==> src/rtl/pic_pkg.sv <==
`default_nettype none
package pic_pkg;
  localparam logic [1:0] ACT_READ  = 2'd0;
  localparam logic [1:0] ACT_WRITE = 2'd1;
  localparam logic [1:0] ACT_RAISE = 2'd2;
  localparam logic [9:0] SPURIOUS_ID = 10'd1023;

  // Word handed along the chain of cells during a scan.
  typedef struct packed {
    logic       found;
    logic [7:0] prio;
    logic [9:0] id;
  } scan_t;
endpackage
`default_nettype wire

==> src/rtl/pic_cell.sv <==
`default_nettype none
// One interrupt line: holds its state and compares its candidacy against the
// best word arriving from the lower-numbered neighbour.
module pic_cell #(
  parameter int unsigned LINE_ID = 0
) (
  input  wire logic           clk,
  input  wire logic           rst_n,
  input  wire logic           set_en,
  input  wire logic           clr_en,
  input  wire logic           set_pend,
  input  wire logic           take,
  input  wire logic           clr_act,
  input  wire logic           wr_prio,
  input  wire logic           wr_tgt,
  input  wire logic [7:0]     wdata,
  input  wire logic [7:0]     pmask,
  input  wire pic_pkg::scan_t scan_in,
  output pic_pkg::scan_t      scan_out,
  output logic                en_o,
  output logic [7:0]          prio_o,
  output logic [7:0]          tgt_o,
  output logic                cand_o
);
  logic en_r, pend_r, act_r;
  logic [7:0] prio_r, tgt_r;
  logic tgt_ok;

  assign tgt_ok = (LINE_ID < 32) ? 1'b1 : tgt_r[0];
  assign cand_o = pend_r && en_r && !act_r && tgt_ok && (prio_r < pmask);
  assign en_o   = en_r;
  assign prio_o = prio_r;
  assign tgt_o  = (LINE_ID < 32) ? 8'h01 : tgt_r;

  always_comb begin
    scan_out = scan_in;
    if (cand_o && (!scan_in.found || prio_r < scan_in.prio)) begin
      scan_out.found = 1'b1;
      scan_out.prio  = prio_r;
      scan_out.id    = 10'(LINE_ID);
    end
  end

  always_ff @(posedge clk) begin
    if (!rst_n) begin
      en_r   <= 1'b0;
      pend_r <= 1'b0;
      act_r  <= 1'b0;
      prio_r <= 8'h00;
      tgt_r  <= 8'h00;
    end else begin
      if (set_en) en_r <= 1'b1;
      else if (clr_en) en_r <= 1'b0;
      if (set_pend) pend_r <= 1'b1;
      else if (take) pend_r <= 1'b0;
      if (take) act_r <= 1'b1;
      else if (clr_act) act_r <= 1'b0;
      if (wr_prio) prio_r <= wdata;
      if (wr_tgt && LINE_ID >= 32) tgt_r <= wdata;
    end
  end
endmodule
`default_nettype wire

==> src/rtl/priority_interrupt_controller_core.sv <==
// Sequencing: a word is captured on acceptance; a read of the acknowledge
// register then runs a scan that moves through the cell chain eight lines per
// cycle (ST_SCAN) before ST_DONE, where every other word goes straight; ST_DONE
// registers the result and applies the update. One word in flight at a time
// (busy high); the next word can be accepted once busy falls after out_valid.
// Each result appears for one cycle with out_valid; the receiver cannot stall.
// Reset (rst_n low, synchronous) clears all line state and control flags.
`default_nettype none
module priority_interrupt_controller_core #(
  parameter int unsigned NUM_IRQ = 64
) (
  input  wire logic        clk,
  input  wire logic        rst_n,
  input  wire logic        start,
  output logic             busy,
  input  wire logic [1:0]  in_action,
  input  wire logic [12:0] in_address,
  input  wire logic [31:0] in_write_data,
  input  wire logic [3:0]  in_byte_enable,
  input  wire logic [5:0]  in_irq_line,
  output logic             out_valid,
  output logic [31:0]      out_read_data,
  output logic             out_irq_request
);
  localparam int unsigned SEG    = 8;
  localparam int unsigned NSEG   = (NUM_IRQ + SEG - 1) / SEG;
  localparam int unsigned SW     = (NSEG > 1) ? $clog2(NSEG) : 1;
  localparam int unsigned IW     = $clog2(NUM_IRQ);

  localparam logic [1:0] ST_IDLE = 2'd0;
  localparam logic [1:0] ST_SCAN = 2'd1;
  localparam logic [1:0] ST_DONE = 2'd2;

  logic [1:0]  st_r, st_nxt;
  logic [1:0]  act_r;
  logic [12:0] addr_r;
  logic [31:0] wd_r;
  logic [3:0]  be_r;
  logic [5:0]  line_r;
  logic [SW-1:0] seg_r;
  pic_pkg::scan_t best_r;
  logic dist_on_r, cpu_on_r;
  logic [7:0] pmask_r;
  logic [31:0] rd_r;
  logic valid_r;

  logic [NUM_IRQ-1:0] en_v, cand_v;
  logic [7:0] prio_v [NUM_IRQ];
  logic [7:0] tgt_v  [NUM_IRQ];
  pic_pkg::scan_t chain [NUM_IRQ+1];
  pic_pkg::scan_t seg_res [NSEG];

  logic [31:0] wd_m;
  logic is_ack, do_take, cmd;
  assign wd_m = wd_r & {{8{be_r[3]}}, {8{be_r[2]}}, {8{be_r[1]}}, {8{be_r[0]}}};
  assign cmd = start && !busy;
  assign is_ack = (act_r == pic_pkg::ACT_READ) && (addr_r == 13'h100C);
  assign do_take = (st_r == ST_DONE) && is_ack && best_r.found && dist_on_r && cpu_on_r;

  // Segments restart the chain every eight cells; the sequencer walks them.
  genvar g;
  generate
    for (g = 0; g < NUM_IRQ; g++) begin : g_cell
      logic [7:0] wofs;
      logic [1:0] lane;
      logic se, ce, sp, ca, wp, wt;
      pic_pkg::scan_t sin;
      assign lane = 2'(g % 4);
      assign sin  = (g % SEG == 0) ? '0 : chain[g];
      assign wofs = 8'(g / 4);
      assign se = (act_r == pic_pkg::ACT_WRITE) && (addr_r[12:7] == 6'h02)
                  && (addr_r[6:2] == 5'(g / 32)) && wd_m[g % 32];
      assign ce = (act_r == pic_pkg::ACT_WRITE) && (addr_r[12:7] == 6'h03)
                  && (addr_r[6:2] == 5'(g / 32)) && wd_m[g % 32];
      assign sp = (act_r == pic_pkg::ACT_RAISE) && (32'(line_r) == g);
      assign ca = (act_r == pic_pkg::ACT_WRITE) && (addr_r == 13'h1010)
                  && (be_r != 4'h0) && (wd_m[9:0] == 10'(g));
      assign wp = (act_r == pic_pkg::ACT_WRITE) && (addr_r[12:10] == 3'b001)
                  && (addr_r[9:2] == wofs) && be_r[lane];
      assign wt = (act_r == pic_pkg::ACT_WRITE) && (addr_r[12:10] == 3'b010)
                  && (addr_r[9:2] == wofs) && be_r[lane];
      pic_cell #(.LINE_ID(g)) u_cell (
        .clk(clk), .rst_n(rst_n),
        .set_en(se && st_r == ST_DONE), .clr_en(ce && st_r == ST_DONE),
        .set_pend(sp && st_r == ST_DONE),
        .take(do_take && best_r.id == 10'(g)),
        .clr_act(ca && st_r == ST_DONE),
        .wr_prio(wp && st_r == ST_DONE), .wr_tgt(wt && st_r == ST_DONE),
        .wdata(wd_m[8*lane +: 8]), .pmask(pmask_r),
        .scan_in(sin), .scan_out(chain[g+1]),
        .en_o(en_v[g]), .prio_o(prio_v[g]), .tgt_o(tgt_v[g]), .cand_o(cand_v[g])
      );
    end
    for (g = 0; g < NSEG; g++) begin : g_seg
      assign seg_res[g] = chain[((g + 1) * SEG < NUM_IRQ) ? (g + 1) * SEG : NUM_IRQ];
    end
  endgenerate
  assign chain[0] = '0;

  // Register file read for everything but the acknowledge.
  logic [31:0] rd_c;
  always_comb begin
    logic [9:0] lid;
    rd_c = 32'h0;
    lid = 10'h0;
    if (addr_r == 13'h0000) rd_c = {31'h0, dist_on_r};
    else if (addr_r[12:8] == 5'h01) begin
      for (int b = 0; b < 32; b++) begin
        lid = {addr_r[6:2], 5'(b)};
        if (32'(lid) < NUM_IRQ) rd_c[b] = en_v[lid[IW-1:0]];
      end
    end else if (addr_r[12:10] == 3'b001 || addr_r[12:10] == 3'b010) begin
      for (int k = 0; k < 4; k++) begin
        lid = {addr_r[9:2], 2'(k)};
        if (32'(lid) < NUM_IRQ)
          rd_c[8*k +: 8] = addr_r[11] ? tgt_v[lid[IW-1:0]] : prio_v[lid[IW-1:0]];
      end
    end else if (addr_r == 13'h1000) rd_c = {31'h0, cpu_on_r};
    else if (addr_r == 13'h1004) rd_c = {24'h0, pmask_r};
  end

  pic_pkg::scan_t cur;
  logic cur_better;
  assign cur = seg_res[seg_r];
  assign cur_better = cur.found && (!best_r.found || cur.prio < best_r.prio);

  always_comb begin
    st_nxt = st_r;
    case (st_r)
      ST_IDLE: if (cmd) st_nxt = ((in_action == pic_pkg::ACT_READ)
                                  && (in_address[12:2] == 11'h403)) ? ST_SCAN : ST_DONE;
      ST_SCAN: if (32'(seg_r) == NSEG - 1) st_nxt = ST_DONE;
      ST_DONE: st_nxt = ST_IDLE;
      default: st_nxt = ST_IDLE;
    endcase
  end

  always_ff @(posedge clk) begin
    if (!rst_n) begin
      st_r <= ST_IDLE;
      valid_r <= 1'b0;
      dist_on_r <= 1'b0;
      cpu_on_r <= 1'b0;
      pmask_r <= 8'h00;
      seg_r <= '0;
      best_r <= '0;
    end else begin
      st_r <= st_nxt;
      valid_r <= (st_r == ST_DONE);
      if (cmd) begin
        seg_r <= '0;
        best_r <= '0;
      end else if (st_r == ST_SCAN) begin
        seg_r <= seg_r + 1'b1;
        if (cur_better) best_r <= cur;
      end
      if (st_r == ST_DONE && act_r == pic_pkg::ACT_WRITE && be_r[0]) begin
        if (addr_r == 13'h0000) dist_on_r <= wd_r[0];
        if (addr_r == 13'h1000) cpu_on_r <= wd_r[0];
        if (addr_r == 13'h1004) pmask_r <= wd_r[7:0];
      end
    end
  end

  always_ff @(posedge clk) begin
    if (cmd) begin
      act_r  <= in_action;
      addr_r <= {in_address[12:2], 2'b00};
      wd_r   <= in_write_data;
      be_r   <= in_byte_enable;
      line_r <= in_irq_line;
    end
    if (st_r == ST_DONE) begin
      if (act_r != pic_pkg::ACT_READ) rd_r <= 32'h0;
      else if (is_ack)
        rd_r <= (best_r.found && dist_on_r && cpu_on_r) ? {22'h0, best_r.id}
                                                        : {22'h0, pic_pkg::SPURIOUS_ID};
      else rd_r <= rd_c;
    end
  end

  // Request is evaluated from the live cell state after the step has landed.
  assign busy = (st_r != ST_IDLE) || valid_r;
  assign out_valid = valid_r;
  assign out_read_data = rd_r;
  assign out_irq_request = dist_on_r && cpu_on_r && (|cand_v);
endmodule
`default_nettype wire
==> config.mk <==
export PLATFORM = sky130hd
export DESIGN_NAME = priority_interrupt_controller_core
export DESIGN_NICKNAME = d
export VERILOG_FILES = /design/src/rtl/pic_pkg.sv /design/src/rtl/pic_cell.sv /design/src/rtl/priority_interrupt_controller_core.sv
export SDC_FILE = /design/constraint.sdc
export NUM_CORES = 2
export LEC_CHECK = 0
export ABC_AREA = 0
export BUFFER_PORTS_ARGS = -buffer_cell sky130_fd_sc_hd__buf_2
export CAP_MARGIN = 10
export CELL_PAD_IN_SITES_DETAIL_PLACEMENT = 1
export CELL_PAD_IN_SITES_GLOBAL_PLACEMENT = 1
export CORE_UTILIZATION = 45
export DETAILED_ROUTE_END_ITERATION = 8
export PLACE_DENSITY = 0.75
export SYNTH_ARGS = -nofsm -noshare
export SYNTH_HDL_FRONTEND = slang
export SYNTH_SLANG_ARGS = --single-unit
==> constraint.sdc <==
create_clock -name clk -period 23.1 [get_ports clk]
set_input_delay 1.155 -clock clk [delete_from_list [all_inputs] [get_ports clk]]
set_output_delay 1.155 -clock clk [all_outputs]
set_load 0.05 [all_outputs]
==> metrics.cfg <==
[status]
outcome = complete, no violations

[place]
place_congestion = 1.125
dp_hpwl_um = 299000
portBuffers = 92

[yosys]
ys_seq_elements = 1078
synth_edf_count = 87
ys_types = 115
syn_inst = 8559
ys.flop_type = dfxtp_1
avgSynthCellArea_um2 = 9.063
synth_warnings = 0
syn-cell-area_um2 = 77570
syn_nets = 9468
synth_seq_area_share_pct = 28.94
synthArstFlopShare_pct = 0

[timing]
finClkSkew_ns = 0.05492
worst_pin_slew_ns = 1.443
setup_tns_ns = 0
hold_ws_ns = 0.4663
fmax_ghz = 0.04603
final-max-slew-violation-count = 0
fin_crit_sh_pct = 94.04
max-slew-margin-rel_pct = 3.067
setup_viol = 0
fin_crit_ns = 21.72
rsz0062_at_grt = false
report.final.hold_viol_count = 0

[setup_path]
arrival_ns = 22.43
slowest_delay_ns = 0.62
path_max_fanout = 16
cp-start-kind = register
end_kind = register
path_class = reg2reg
critPathMostFrequentCell = a21o_1
required_ns = 23.81
critical_path.slowest_cell = a2111oi_0

[floorplanning]
die_w_um = 417.2
io_pins = 95
die_h_um = 417.2
die_area_um2 = 174100
start_util_pct = 45.27
num_rows = 152
core_area_um2 = 171400

[route]
ant_nets = 0
drt_wl_total_um = 395700
routedWlPerCell_um = 36.21
drtPass1Iterations = 6
drcViolationCount = 0
drt_iter0_markers = 9095
num_vias = 74130
viasPerCell = 6.784

[cells_and_area]
area_delta_synth_final_pct = 10.07
mostFrequentLayoutCell = dfxtp_1
drive_gt1_share_pct = 10.76
nNetsFinal = 9398
final_cell_mix = dfxtp_1, ha_1, nand2_1, mux2i_1, nor2b_1

[power]
p_sw_mw = 1.163
p_leak_nw = 30.85
clkPwrFrac_pct = 51.3
swShare_pct = 26.17
power_density_nw_per_um2 = 52.04
ir_drop_uv = 81.34
p_comb_share_pct = 5.8
p_seq_share_pct = 42.9
internal-power_mw = 3.281

[clocking]
htree_levels = 4
post_cts.repair.setup_buffers = 0
clkLatencyLatePin_ns = 0.85
cts_tree = done
cts_buffer_depth = 3
holdBufCountCts = 0
clockRootBuffer = clkbuf_16
numCtsBuffers = 137
cts_sinks = 1078
clkTransAtPathRegs_ns = 0.06
cts_resized = 0

[global_routing]
grt_max_degree = 269
antenna_found_initial = 43
grt_pass1_vias = 72600
grt_use_total_pct = 44.46
gr-total-overflow = 0
grt_pass1_wl_um = 550600

[hold_path]
hold_class = reg2reg

[job]
drv_cap = 0

flip-flops by register name, indices dropped and copies added (netlist names), 2 cells and up:
name                  cells
g_cell.u_cell.prio_o    512
g_cell.u_cell.tgt_o     256
g_cell.u_cell.act_r      64
g_cell.u_cell.en_o       64
g_cell.u_cell.pend_r     64
out_read_data            32
wd_r                     32
best_r                   15
addr_r                   11
pmask_r                   8
line_r                    6
be_r                      4
seg_r                     3
act_r                     2
st_r                      2
path summary, 6_finish.rpt:
path                            depth (start not counted)  slack [ns]                         end                       start
worst max-delay path                                   74        1.38                  best_r[13]                  pmask_r[5]
worst min-delay path                                    2        0.47  g_cell[41].u_cell.tgt_o[5]  g_cell[41].u_cell.tgt_o[5]
worst max register to register                         74        1.38                  best_r[13]                  pmask_r[5]
worst min register to register                          2        0.47  g_cell[41].u_cell.tgt_o[5]  g_cell[41].u_cell.tgt_o[5]
Yosys cell counts (all sizes together), types with 89 or more instances:
cell type,number,area share (%)
ha,849,14
nor2b,675,5.4
a21o,230,2.2
mux4,224,6.5
a21boi,299,2.9
nand2,714,3.5
nand3,337,2.2
nand2b,104,0.84
nor3,96,0.63
o21a,89,0.86
mux2,95,1.4
a21oi,312,2.0
o21ai,493,3.2
inv,306,1.5
mux2i,709,9.2
nor2,433,2.1
clkbuf,386,1.9
dfxtp,991,26
and2,97,0.78
metrics by stage:
step	area, µm²	utilization (%)	cells	setup WS [ns]	total power, mW
after floorplan	77570	-	8559	4.950	2.078
after global placement	80540	47.00	10660	2.066	2.189
after detailed placement	80560	47.02	10660	1.698	2.193
after CTS	85280	49.77	10910	1.543	4.440
after global routing	85340	49.81	10910	0.1696	4.525
final	85390	49.83	10930	1.377	4.444
cells by family (layout without fill, tap and decap cells):
kind of cell / Yosys count / count (layout) / synth area share, %
and+or+nand+nor: 2755 / 2755 / 18.17
AOI/OAI and AO/OA: 2078 / 2078 / 18.35
DFF: 1078 / 1078 / 28.94
muxes: 1028 / 1028 / 17.04
adders and majority gates: 849 / 849 / 13.69
buffers and inverters: 769 / 810 / 3.773
xor gates and xnor gates: 2 / 2 / 0.02258
other: 0 / 18 / 0
area by class of cell:
class | instances | area, µm²
antenna | 18 | 45.04
clock buffer | 190 | 3859
clock inverter | 60 | 860.8
fill | 19500 | 85960
inverter | 306 | 1166
multi-input combinational | 6712 | 52330
sequential | 1078 | 22460
tap | 2310 | 2890
timing repair buffer | 254 | 1782
metal layers:
| metal | GRT usage [%] | vias to the layer above | wire [µm] |
|---|---|---|---|
| li1 | - | 31380 | - |
| met1 | 57.60 | 37540 | 158100 |
| met2 | 64.96 | 4081 | 165000 |
| met3 | 10.03 | 1110 | 39540 |
| met4 | 31.84 | 22 | 32890 |
| met5 | 0 | - | 152 |
power by group through the flow:
stage                     sequential, mW  combinational (mW)  clock, mW
after CTS                           1.91               0.245       2.29
after global placement              1.95               0.240          0
after detailed placement            1.95               0.245          0
after floorplan                     1.95               0.132          0
final                               1.91               0.256       2.28
after global routing                1.91               0.255       2.36
worst max-delay path, delay by kind of cell (launching register included):
family / cells / cell delay (ns)
compound gates: 43 / 13.20
fa+ha+maj: 9 / 2.75
buf+inv: 8 / 1.57
flops: 1 / 0.35
mux: 4 / 1.62
simple gates: 10 / 2.02
Power figures use the tool's default switching activity.
